## src/tfat_pkg.sv

```systemverilog
// Package for the file age table: opcode and status codes, field widths.
// Used by ttl_file_age_table_core. No dependencies.
`timescale 1ns / 1ps

package tfat_pkg;

    localparam int DEPTH_DEFAULT = 32;
    localparam int KEY_W         = 64;
    localparam int TIME_W        = 32;
    localparam int OP_W          = 3;
    localparam int STATUS_W      = 2;
    localparam int IN_DATA_W     = KEY_W + 2 * TIME_W;
    localparam int OUT_DATA_W    = KEY_W + TIME_W;

    typedef enum logic [OP_W-1:0] {
        OP_ADD    = 3'd0,
        OP_AGE    = 3'd1,
        OP_MARK   = 3'd2,
        OP_RETAIN = 3'd3,
        OP_COMMIT = 3'd4,
        OP_ABORT  = 3'd5
    } opcode_t;

    typedef enum logic [STATUS_W-1:0] {
        ST_OK       = 2'd0,
        ST_REJECTED = 2'd1,
        ST_FULL     = 2'd2,
        ST_NONE     = 2'd3
    } status_t;

endpackage

```

## src/ttl_file_age_table_core.sv

```systemverilog
// File age table: key/open-time store with pending marks, scanned one entry per cycle.
// Depends on tfat_pkg.
`timescale 1ns / 1ps

//  channel  | direction | signals                         | contents
//  s_axis   | in        | tvalid tready tdata tuser       | key, open/current time, ttl; opcode
//  m_axis   | out       | tvalid tready tdata tuser tlast | flagged key, max age; status; last
//
//  Add, age query, retain and a mark that flags nothing: a scan of every slot, one read of
//  the key/time memory per cycle through the single compare stage, then the finish state.
//  Commit, abort and unused codes go straight to the finish state.
//  Mark with flagged keys: the scan flags them, then the walk steps one slot per cycle up
//  to the last flagged one, and each flagged key is emitted from its own memory read.
//  Reset clears valid and pending bits at once; no clearing pass. Output stalls hold
//  the sequencer; s_axis_tready is high only between items.

module ttl_file_age_table_core
    import tfat_pkg::*;
#(
    parameter int TABLE_DEPTH = DEPTH_DEFAULT
)
(
    input  logic                  clk,
    input  logic                  rst_n,
    input  logic                  s_axis_tvalid,
    output logic                  s_axis_tready,
    // [63:0] file_key, [95:64] time_sec, [127:96] ttl_sec
    input  logic [IN_DATA_W-1:0]  s_axis_tdata,
    // [2:0] opcode
    input  logic [OP_W-1:0]       s_axis_tuser,
    output logic                  m_axis_tvalid,
    input  logic                  m_axis_tready,
    // [63:0] out_key, [95:64] max_age
    output logic [OUT_DATA_W-1:0] m_axis_tdata,
    // [1:0] status
    output logic [STATUS_W-1:0]   m_axis_tuser,
    output logic                  m_axis_tlast
);

    localparam int IW = (TABLE_DEPTH > 1) ? $clog2(TABLE_DEPTH) : 1;
    localparam int CW = $clog2(TABLE_DEPTH + 1);

    typedef enum logic [2:0] {
        S_IDLE,
        S_SCAN,
        S_FINISH,
        S_EMIT_WALK,
        S_EMIT_OUT
    } state_t;

    state_t                   state_reg;
    opcode_t                  op_reg;
    logic [KEY_W-1:0]         key_reg;
    logic [TIME_W-1:0]        time_reg;
    logic [TIME_W-1:0]        ttl_reg;

    logic [TABLE_DEPTH-1:0]   valid_reg;
    logic [TABLE_DEPTH-1:0]   pending_reg;

    logic [CW-1:0]            cnt_reg;
    logic                     rd_act_reg;
    logic [IW-1:0]            rd_idx_reg;

    logic                     match_found_reg;
    logic [IW-1:0]            match_idx_reg;
    logic                     free_found_reg;
    logic [IW-1:0]            free_idx_reg;
    logic                     any_reg;
    logic [TIME_W-1:0]        min_reg;

    logic                     out_valid_reg;
    status_t                  out_status_reg;
    logic [KEY_W-1:0]         out_key_reg;
    logic [TIME_W-1:0]        out_age_reg;
    logic                     out_last_reg;

    // key and open-time store
    logic [KEY_W-1:0]         key_mem  [TABLE_DEPTH];
    logic [TIME_W-1:0]        time_mem [TABLE_DEPTH];
    logic [KEY_W-1:0]         key_rd_reg;
    logic [TIME_W-1:0]        time_rd_reg;

    logic [IW-1:0]            cnt_idx;
    logic                     out_free;
    logic                     out_load;
    logic                     mem_we;
    logic [IW-1:0]            wr_idx;
    logic signed [TIME_W:0]   thr;
    logic                     is_old;
    logic                     entry_valid;
    logic                     entry_pending;
    logic                     scan_done;
    logic                     more_pending;
    logic [TIME_W-1:0]        age;

    assign cnt_idx   = cnt_reg[IW-1:0];
    assign out_free  = !out_valid_reg || m_axis_tready;
    assign out_load  = out_free && (state_reg == S_FINISH || state_reg == S_EMIT_OUT);
    assign scan_done = (cnt_reg == CW'(TABLE_DEPTH)) && !rd_act_reg;

    // signed threshold, one bit wider than the time fields
    assign thr    = $signed({1'b0, time_reg}) - $signed({1'b0, ttl_reg});
    assign is_old = $signed({1'b0, time_rd_reg}) < thr;

    assign entry_valid   = valid_reg[rd_idx_reg];
    assign entry_pending = pending_reg[rd_idx_reg];

    // any flagged entry left above the one being emitted
    assign more_pending = ((pending_reg >> cnt_idx) >> 1) != '0;

    assign age = (any_reg && (time_reg > min_reg)) ? time_reg - min_reg : '0;

    assign wr_idx = match_found_reg ? match_idx_reg : free_idx_reg;
    assign mem_we = (state_reg == S_FINISH) && out_free && (op_reg == OP_ADD)
                    && ((match_found_reg && pending_reg[match_idx_reg])
                        || (!match_found_reg && free_found_reg));

    always_ff @(posedge clk)
    begin
        if (mem_we)
        begin
            key_mem[wr_idx]  <= key_reg;
            time_mem[wr_idx] <= time_reg;
        end
        key_rd_reg  <= key_mem[cnt_idx];
        time_rd_reg <= time_mem[cnt_idx];
    end

    always_ff @(posedge clk or negedge rst_n)
    begin
        if (!rst_n)
        begin
            state_reg       <= S_IDLE;
            valid_reg       <= '0;
            pending_reg     <= '0;
            cnt_reg         <= '0;
            rd_act_reg      <= 1'b0;
            rd_idx_reg      <= '0;
            match_found_reg <= 1'b0;
            match_idx_reg   <= '0;
            free_found_reg  <= 1'b0;
            free_idx_reg    <= '0;
            any_reg         <= 1'b0;
            min_reg         <= '1;
            out_valid_reg   <= 1'b0;
            out_status_reg  <= ST_OK;
            out_key_reg     <= '0;
            out_age_reg     <= '0;
            out_last_reg    <= 1'b0;
        end
        else
        begin
            if (out_valid_reg && m_axis_tready && !out_load)
            begin
                out_valid_reg <= 1'b0;
            end

            unique case (state_reg)
                S_IDLE:
                begin
                    rd_act_reg <= 1'b0;
                    if (s_axis_tvalid)
                    begin
                        cnt_reg         <= '0;
                        match_found_reg <= 1'b0;
                        free_found_reg  <= 1'b0;
                        any_reg         <= 1'b0;
                        min_reg         <= '1;
                        if (opcode_t'(s_axis_tuser) == OP_ADD
                            || opcode_t'(s_axis_tuser) == OP_AGE
                            || opcode_t'(s_axis_tuser) == OP_MARK
                            || opcode_t'(s_axis_tuser) == OP_RETAIN)
                        begin
                            state_reg <= S_SCAN;
                        end
                        else
                        begin
                            state_reg <= S_FINISH;
                        end
                    end
                end

                S_SCAN:
                begin
                    // issue one read per cycle, compare in the next cycle
                    rd_act_reg <= (cnt_reg != CW'(TABLE_DEPTH));
                    rd_idx_reg <= cnt_idx;
                    if (cnt_reg != CW'(TABLE_DEPTH))
                    begin
                        cnt_reg <= cnt_reg + 1'b1;
                    end

                    if (rd_act_reg)
                    begin
                        if (entry_valid)
                        begin
                            any_reg <= 1'b1;
                            if (time_rd_reg < min_reg)
                            begin
                                min_reg <= time_rd_reg;
                            end
                            if (key_rd_reg == key_reg)
                            begin
                                match_found_reg <= 1'b1;
                                match_idx_reg   <= rd_idx_reg;
                            end
                            if (op_reg == OP_MARK && (entry_pending || is_old))
                            begin
                                pending_reg[rd_idx_reg] <= 1'b1;
                            end
                        end
                        else if (!free_found_reg)
                        begin
                            free_found_reg <= 1'b1;
                            free_idx_reg   <= rd_idx_reg;
                        end
                    end

                    if (scan_done)
                    begin
                        cnt_reg <= '0;
                        if (op_reg == OP_MARK && pending_reg != '0)
                        begin
                            state_reg <= S_EMIT_WALK;
                        end
                        else
                        begin
                            state_reg <= S_FINISH;
                        end
                    end
                end

                S_EMIT_WALK:
                begin
                    if (pending_reg[cnt_idx])
                    begin
                        state_reg <= S_EMIT_OUT;
                    end
                    else
                    begin
                        cnt_reg <= cnt_reg + 1'b1;
                    end
                end

                S_EMIT_OUT:
                begin
                    if (out_free)
                    begin
                        out_valid_reg  <= 1'b1;
                        out_status_reg <= ST_OK;
                        out_key_reg    <= key_rd_reg;
                        out_age_reg    <= '0;
                        out_last_reg   <= !more_pending;
                        if (more_pending)
                        begin
                            cnt_reg   <= cnt_reg + 1'b1;
                            state_reg <= S_EMIT_WALK;
                        end
                        else
                        begin
                            state_reg <= S_IDLE;
                        end
                    end
                end

                S_FINISH:
                begin
                    rd_act_reg <= 1'b0;
                    if (out_free)
                    begin
                        out_valid_reg <= 1'b1;
                        out_key_reg   <= '0;
                        out_age_reg   <= (op_reg == OP_AGE) ? age : '0;
                        out_last_reg  <= 1'b1;
                        state_reg     <= S_IDLE;
                        unique case (op_reg)
                            OP_ADD:
                            begin
                                if (match_found_reg)
                                begin
                                    if (pending_reg[match_idx_reg])
                                    begin
                                        pending_reg[match_idx_reg] <= 1'b0;
                                        out_status_reg             <= ST_OK;
                                    end
                                    else
                                    begin
                                        out_status_reg <= ST_REJECTED;
                                    end
                                end
                                else if (free_found_reg)
                                begin
                                    valid_reg[free_idx_reg]   <= 1'b1;
                                    pending_reg[free_idx_reg] <= 1'b0;
                                    out_status_reg            <= ST_OK;
                                end
                                else
                                begin
                                    out_status_reg <= ST_FULL;
                                end
                            end
                            OP_AGE:
                            begin
                                out_status_reg <= ST_OK;
                            end
                            OP_MARK:
                            begin
                                // only reached when nothing was flagged
                                out_status_reg <= ST_NONE;
                            end
                            OP_RETAIN:
                            begin
                                if (match_found_reg)
                                begin
                                    pending_reg[match_idx_reg] <= 1'b0;
                                end
                                out_status_reg <= ST_OK;
                            end
                            OP_COMMIT:
                            begin
                                valid_reg      <= valid_reg & ~pending_reg;
                                pending_reg    <= '0;
                                out_status_reg <= ST_OK;
                            end
                            OP_ABORT:
                            begin
                                pending_reg    <= '0;
                                out_status_reg <= ST_OK;
                            end
                            default:
                            begin
                                out_status_reg <= ST_OK;
                            end
                        endcase
                    end
                end

                default:
                begin
                    state_reg <= S_IDLE;
                end
            endcase
        end
    end

    // item capture; payload only
    always_ff @(posedge clk)
    begin
        if (state_reg == S_IDLE && s_axis_tvalid)
        begin
            op_reg   <= opcode_t'(s_axis_tuser);
            key_reg  <= s_axis_tdata[KEY_W-1:0];
            time_reg <= s_axis_tdata[KEY_W+TIME_W-1:KEY_W];
            ttl_reg  <= s_axis_tdata[IN_DATA_W-1:KEY_W+TIME_W];
        end
    end

    assign s_axis_tready = (state_reg == S_IDLE);
    assign m_axis_tvalid = out_valid_reg;
    assign m_axis_tdata  = {out_age_reg, out_key_reg};
    assign m_axis_tuser  = out_status_reg;
    assign m_axis_tlast  = out_last_reg;

endmodule
```

## config.mk

```make
export PLATFORM = sky130hd
export DESIGN_NAME = ttl_file_age_table_core
export DESIGN_NICKNAME = d
export VERILOG_FILES = /design/src/tfat_pkg.sv /design/src/ttl_file_age_table_core.sv
export SDC_FILE = /design/constraint.sdc
export NUM_CORES = 2
export LEC_CHECK = 0
export ABC_CLOCK_PERIOD_IN_PS = 9800
export BUFFER_PORTS_ARGS = -buffer_cell sky130_fd_sc_hd__buf_4
export CORE_ASPECT_RATIO = 0.75
export CORE_UTILIZATION = 60
export CTS_CLUSTER_DIAMETER = 50
export CTS_CLUSTER_SIZE = 16
export DETAILED_ROUTE_END_ITERATION = 16
export PLACE_DENSITY = 0.83
export RECOVER_POWER = 25
export SLEW_MARGIN = 5
export SYNTH_ARGS = -nofsm -noshare
export SYNTH_HDL_FRONTEND = slang
export SYNTH_SLANG_ARGS = --single-unit
```

## constraint.sdc

```tcl
create_clock -name clk -period 9.8 [get_ports clk]
set_input_delay 0.49 -clock clk [delete_from_list [all_inputs] [get_ports clk]]
set_output_delay 0.49 -clock clk [all_outputs]
set_load 0.01 [all_outputs]
```

# After elaboration in Yosys (flattened, before gate mapping)
# Memory sizes are Yosys's and may differ from the RTL's. A register that Yosys moved wholly into a read port is not among the register bits.
# Cells that the tools add are included.
word_totals:
  regBits: 355
  ramBits: 3072
  elab_cells: 219
  n_memories: 2
mem_list:
  columns: ["name", "depth", "word_bits", "read_ports", "rd_ports_with_merged_regs", "write_ports", "line", "text"]
  rows:
  - ["key_mem", 32, 64, 1, 1, 1, "ttl_file_age_table_core.sv:78", "logic [KEY_W-1:0] key_mem [TABLE_DEPTH];"]
  - ["time_mem", 32, 32, 1, 1, 1, "ttl_file_age_table_core.sv:79", "logic [TIME_W-1:0] time_mem [TABLE_DEPTH];"]
op_classes:
  n_addsub: 3
  order_cmp: 10
  n_eq_ne: 35
  shifts: 1
  muxes: 84
  bitwise_logic: 10
  n_reduce_logical: 53
ops:
  columns: ["operator", "n"]
  rows:
  - ["32-bit 2-to-1 mux", 18]
  - ["32-bit case mux with 2 select lines", 4]
  - ["64-bit 2-to-1 mux", 2]
  - ["64-bit case mux with 2 select lines", 1]
  - ["32-bit AND", 3]
  - ["32-bit NOT", 3]
  - ["32-bit case mux with 3 select lines", 1]
  - ["64-bit == test", 1]
  - ["32-bit OR", 2]
  - ["32-bit nonzero test", 2]
  - ["6-bit 2-to-1 mux", 6]
  - ["33-bit < comparator", 1]
  - ["32-bit by 32-bit subtractor with 33-bit output", 1]
  - ["32-bit > comparator", 1]
  - ["32-bit < comparator", 1]
  - ["32-bit by 5-bit right shift with 32-bit output", 1]
  - ["32-bit subtractor", 1]
  - ["2-bit inequality test, second input constant", 15]
  - ["5-bit by 6-bit < comparator with 1-bit output, second input constant", 4]
  - ["1-bit 2-to-1 mux", 24]
  - ["6-bit case mux with 4 select lines", 1]
  - ["1-bit binary-select mux with 5-bit select", 4]
  - ["5-bit AND reduction", 4]
  - ["3-bit by 2-bit == test with 1-bit output, second input constant", 6]
  - ["29 further kinds", 89]

# Logic depth before layout (Yosys ltp)
logic_depth:
  ltp_word: 11
  mapped_depth: 25
  depth_no_buf: 24

# Least setup slack after synthesis
# Ideal clock, no wire load.
synth_timing:
  path_kind: "register to register"
  start: "register match_idx_reg[2]"
  end: "memory key_mem[28][0] (enable)"
  setup_time_ns: 0.552
  arrival_ns: 5.882
  setup_slack_ns: 3.366
  path_stages_with_launch: 11
  path_buffers: 1
  period_less_slack_ns: 6.434
  path_cell_list: "dfrtp_1 -> clkbuf_1 -> nor3b_1 -> a22oi_1 -> o211ai_1 -> o21ai_0 -> nand4_1 -> nand3_1 -> nor2_1 -> nand2_1 -> nor2_1"
synth_between:
  elab_chain_len: 7
  elab_cells_between_ends: 8
synth_lines:
  columns: ["item", "line", "text"]
  rows:
  - ["start, declared", "ttl_file_age_table_core.sv:65", "logic [IW-1:0] match_idx_reg;"]
  - ["start signal, assigned", "ttl_file_age_table_core.sv:205", "match_idx_reg <= rd_idx_reg;"]
  - ["1-bit binary-select mux with 5-bit select", "ttl_file_age_table_core.sv:115", "&& ((match_found_reg && pending_reg[match_idx_reg])"]
  - ["1-bit 2-to-1 mux (implied by the code)", "ttl_file_age_table_core.sv:115", null]
  - ["1-bit logical AND", "ttl_file_age_table_core.sv:115", null]
  - ["1-bit logical OR", "ttl_file_age_table_core.sv:116", "|| (!match_found_reg && free_found_reg));"]
  - ["1-bit logical AND", "ttl_file_age_table_core.sv:115", null]
  - ["1-bit 2-to-1 mux", "ttl_file_age_table_core.sv:120", "if (mem_we)"]
  - ["1-bit 2-to-1 mux (implied by the code)", "ttl_file_age_table_core.sv:122", "key_mem[wr_idx] <= key_reg;"]
  - ["end, declared", "ttl_file_age_table_core.sv:78", null]
# Several ways; a longest one is shown, not always the timed one. The select of a mux whose other input is x is not followed.

# Worst setup path after layout
layout_timing:
  start: "register time_reg[4]"
  end: "register pending_reg[17]"
layout_between:
  elab_chain_len: 6
layout_lines:
  columns: ["item", "line", "text"]
  rows:
  - ["start, declared", "ttl_file_age_table_core.sv:54", "logic [TIME_W-1:0] time_reg;"]
  - ["start signal, assigned", "ttl_file_age_table_core.sv:353", "time_reg <= s_axis_tdata[KEY_W+TIME_W-1:KEY_W];"]
  - ["32-bit by 32-bit subtractor with 33-bit output", "ttl_file_age_table_core.sv:102", "assign thr = $signed({1'b0, time_reg}) - $signed({1'b0, ttl_reg});"]
  - ["33-bit < comparator", "ttl_file_age_table_core.sv:103", "assign is_old = $signed({1'b0, time_rd_reg}) < thr;"]
  - ["1-bit logical OR", "ttl_file_age_table_core.sv:207", "if (op_reg == OP_MARK && (entry_pending || is_old))"]
  - ["1-bit logical AND", "ttl_file_age_table_core.sv:207", null]
  - ["2-bit inequality test (no line)", null, null]
  - ["9-bit AND reduction (no line)", null, null]
  - ["end signal, assigned by index", "ttl_file_age_table_core.sv:209", "pending_reg[rd_idx_reg] <= 1'b1;"]
  - ["end signal, assigned by index", "ttl_file_age_table_core.sv:283", "pending_reg[match_idx_reg] <= 1'b0;"]
  - ["end signal, assigned by index", "ttl_file_age_table_core.sv:294", "pending_reg[free_idx_reg] <= 1'b0;"]
  - ["end, declared", "ttl_file_age_table_core.sv:58", "logic [TABLE_DEPTH-1:0] pending_reg;"]
# No other way between the ends.
# A chain may end at the register's enable or synchronous reset.

==> impl_results.md <==
* Post-Synth Simple-Gate Area at 2.39%
* Post-synth ARST share at 6.36%
* Most common flop cell mapped by yosys: edfxtp_1
* Required time worst endpoint at 10.57 ns
* Largest family of logic cells by synthesized area: multiplexers
* Synth Instances at 6,679
* Die X-Extent at 558 µm
* Worst setup EP type: flip-flop
* Fill count at 13,350
* Core outline area at 230,000 µm²
* Biggest register: key_mem
* Clk Latency, worst-skew pair at 0.91 ns
* Pwr Total at 38,900 µW
* Port buffer count at 235
* Final setup violation count at 0
* Setup ws final at 1.96 ns
* Htree depth at 5
* Vias after detailed routing at 76,903
* Failing checks: max-capacitance violations, max-slew violations
* Num CTS Buffers at 277
* Slew of the pin with the lowest slew margin at 4.67 ns
* Leading cell types in the layout, fill and taps excluded: edfxtp_1, mux4_2, nand2_1
* Status: finished with violations
* Largest register FFs at 2,048
* Area Overhead vs Synth at 11.0%
* First DRT Iteration DRCs at 14,049
* Register bit total from synthesis at 3,523
* Multiplexer share of the synthesized area at 17.3%
* Fmax at 128 MHz
* Synth Area in Adders at 1.18%
* Wire length of the first global-routing pass at 586,000 µm
* Final setup skew at 0.0851 ns
* Pins Over Slew Limit at 521
* Syn avg cell area at 20.8 µm²
* Setup TNS at 0 ns
* Share of cells above drive strength 1 at 25.2%
* Setup Slack @ Placement at 2.57 ns
* First drt pass iteration count at 9
* Clk sink count at 3,523
* DRC viols at 0
* DRT antenna net count at 0
* CP Max Fanout at 34
* Seq. cell area at 104,000 µm²
* CTS tree: yes
* Initial core utilization at 60.6%
* Max-cap viol count at 15
* Seq/Total Area, Yosys at 74.6%
* Grt ovf at 0
* Max transition margin at -212%
* Pwr Density at 252 nW/µm²
* Routed length per placed instance at 40.4 µm
* Hold Crit Class: primary input to flip-flop
* Reg2reg path depth at 22
* Final WL at 420,000 µm
* YS warnings at 0
* Compound-Gate Fraction of Synth Area at 2.50%
* Die area at 234,000 µm²
* Clk root buf: clkbuf_16
* Area of the multi-input gates at 33,900 µm²
* Crit path arrival time at 8.60 ns
* Ports at 236
* Period Utilization, post-route at 80.0%
* Lkg Pwr at 0.0493 µW
* Setup bufs post-CTS at 0
* Total Nets Final at 7,385
* Vias in the first global route at 76,516
* Regs by FF count: key_mem (2048), time_mem (1024)
* Crit path launch type: flip-flop
* Site Rows at 152
* Pin count of the biggest net entering global routing at 153
* Antenna violations before repair at 10
* Vias/cell at 7.39
* Synth cell types at 79
* Min Tclk post-route at 7.84 ns
* Total global-route track usage at 36.4%
* Critical path class: flip-flop to flip-flop
* HPWL after detailed placement at 197,000 µm
* Commonest non-fill, non-tap cell in the layout: edfxtp_1
* Max Root-Sink Buffers at 4
* Xor/xnor share of the synthesized area at 0.737%
* Final hold violation count at 0
* Mapped Nets at 6,944
* Final Hold Slack at 0.114 ns
* Maximum vdd ir drop at 0.202 mV
* Number of synthesized flops with an enable pin at 3,203
* Worst-path clk slew at 0.07 ns
* Die Y-Extent at 419 µm
* Routability-driven placement congestion ratio at 0.884
* Cell Area, Synth at 139,000 µm²
* Worst hold stages at 3
* RSZ-0062 raised after global routing: false
[repair_timing]
| item | 4_1_cts | 5_1_grt |
|---|---|---|
| hold buffers | 132 | 0 |
| gates resized for setup | 0 | 0 |
| endpoints found under the hold margin | 201 | 0 |
[worst paths after layout]
check | startpoint | end | slack (ns)
max in group asynchronous | rst_n | cnt_reg[1]$_DFFE_PN0P_ | 4.30
min reg2reg | key_rd_reg[4]$_DFF_P_ | out_key_reg[4]$_DFFE_PN0P_ | 0.48
max reg2reg | time_reg[4]$_DFFE_PP_ | pending_reg[17]$_DFFE_PN0P_ | 1.96
max | time_reg[4]$_DFFE_PP_ | pending_reg[17]$_DFFE_PN0P_ | 1.96
min in group asynchronous | rst_n | out_key_reg[20]$_DFFE_PN0P_ | 1.85
min | m_axis_tready | state_reg[2]$_DFFE_PN0P_ | 0.11
[layer usage]
metal  up-vias  routed length (µm)  track usage, %
met2      7969              197000            56.9
met5         -                  62               0
met1     38904              135000            48.4
met3      1728               59900            7.93
met4        10               28400            19.8
li1      28292                   -               -
[cell usage after synthesis (11+ instances only)]
cell / count / share of area [%]
nor4_1: 15 / 0.068
or3_1: 13 / 0.059
dfrtp_1: 192 / 3.5
dfstp_2: 32 / 0.60
ha_1: 128 / 1.2
o21a_1: 16 / 0.086
mux2i_1: 48 / 0.35
nand4_1: 33 / 0.15
nand2_1: 339 / 0.92
nor2_1: 195 / 0.53
xnor2_1: 82 / 0.52
clkbuf_1: 279 / 0.75
and2_1: 11 / 0.050
o21ai_0: 178 / 0.64
buf_2: 30 / 0.11
buf_1: 27 / 0.073
dfxtp_1: 96 / 1.4
edfxtp_1: 3203 / 69
nor2b_1: 16 / 0.072
o2bb2ai_1: 18 / 0.11
inv_1: 93 / 0.25
a31oi_1: 11 / 0.050
mux4_2: 992 / 16
nand3_1: 24 / 0.086
mux2_2: 114 / 0.92
a21o_1: 44 / 0.24
a21oi_1: 198 / 0.71
nor3_1: 30 / 0.11
nand2b_1: 30 / 0.14
xor2_1: 35 / 0.22
[cell type report]
class / count / area share [%]
sequential: 3523 / 67.2
multi-input combinational: 2722 / 21.9
clock buffer: 424 / 4.94
timing repair buffer: 501 / 2.76
tap: 3080 / 2.50
clock inverter: 53 / 0.404
inverter: 95 / 0.231
antenna: 5 / 0.00811
[stage by stage]
step / util, % / instance area (µm²) / cells
final: 67.2 / 154000 / 10403
after global routing: 67.2 / 154000 / 10398
after CTS: 67.3 / 155000 / 10398
after detailed placement: 63.2 / 145000 / 9789
after global placement: 63.2 / 145000 / 9789
after floorplan: - / 139000 / 6679
[where the power goes]
part | switching, µW | leakage, µW | total (µW) | internal, µW
Combinational | 4930 | 0.0130 | 9010 | 4080
Clock | 5450 | 0.00395 | 11100 | 5600
Sequential | 1330 | 0.0324 | 18800 | 17500
[logic make-up after synthesis]
| group | count (synthesis) |
|---|---|
| XOR/XNOR | 117 |
| multiplexers | 1154 |
| AO/OA/AOI/OAI | 575 |
| AND/OR/NAND/NOR | 746 |
| buffers and inverters | 434 |
| flip-flops | 3523 |
| adder cells (fa/ha/maj) | 130 |
[worst max-delay path, stage by stage (launching register included)]
cell and delay (ns):
edfxtp_1 0.32, clkbuf_1 1.08, ha_1 0.47, a21o_1 0.22
or3_1 0.31, o21ai_0 0.40, a21oi_1 0.28, o21ai_0 0.39
a21oi_1 0.22, nor2_1 0.18, o21ai_0 0.22, o41ai_1 0.36
xor2_1 0.20, ha_1 0.25, o21a_1 0.18, o21a_1 0.27
o211ai_1 0.17, a311o_1 0.37, a21oi_1 0.12, a21oi_1 0.79
nand4b_1 0.53, nor2_1 0.22, a2bb2oi_1 0.16
Power figures use the tool's default switching activity.
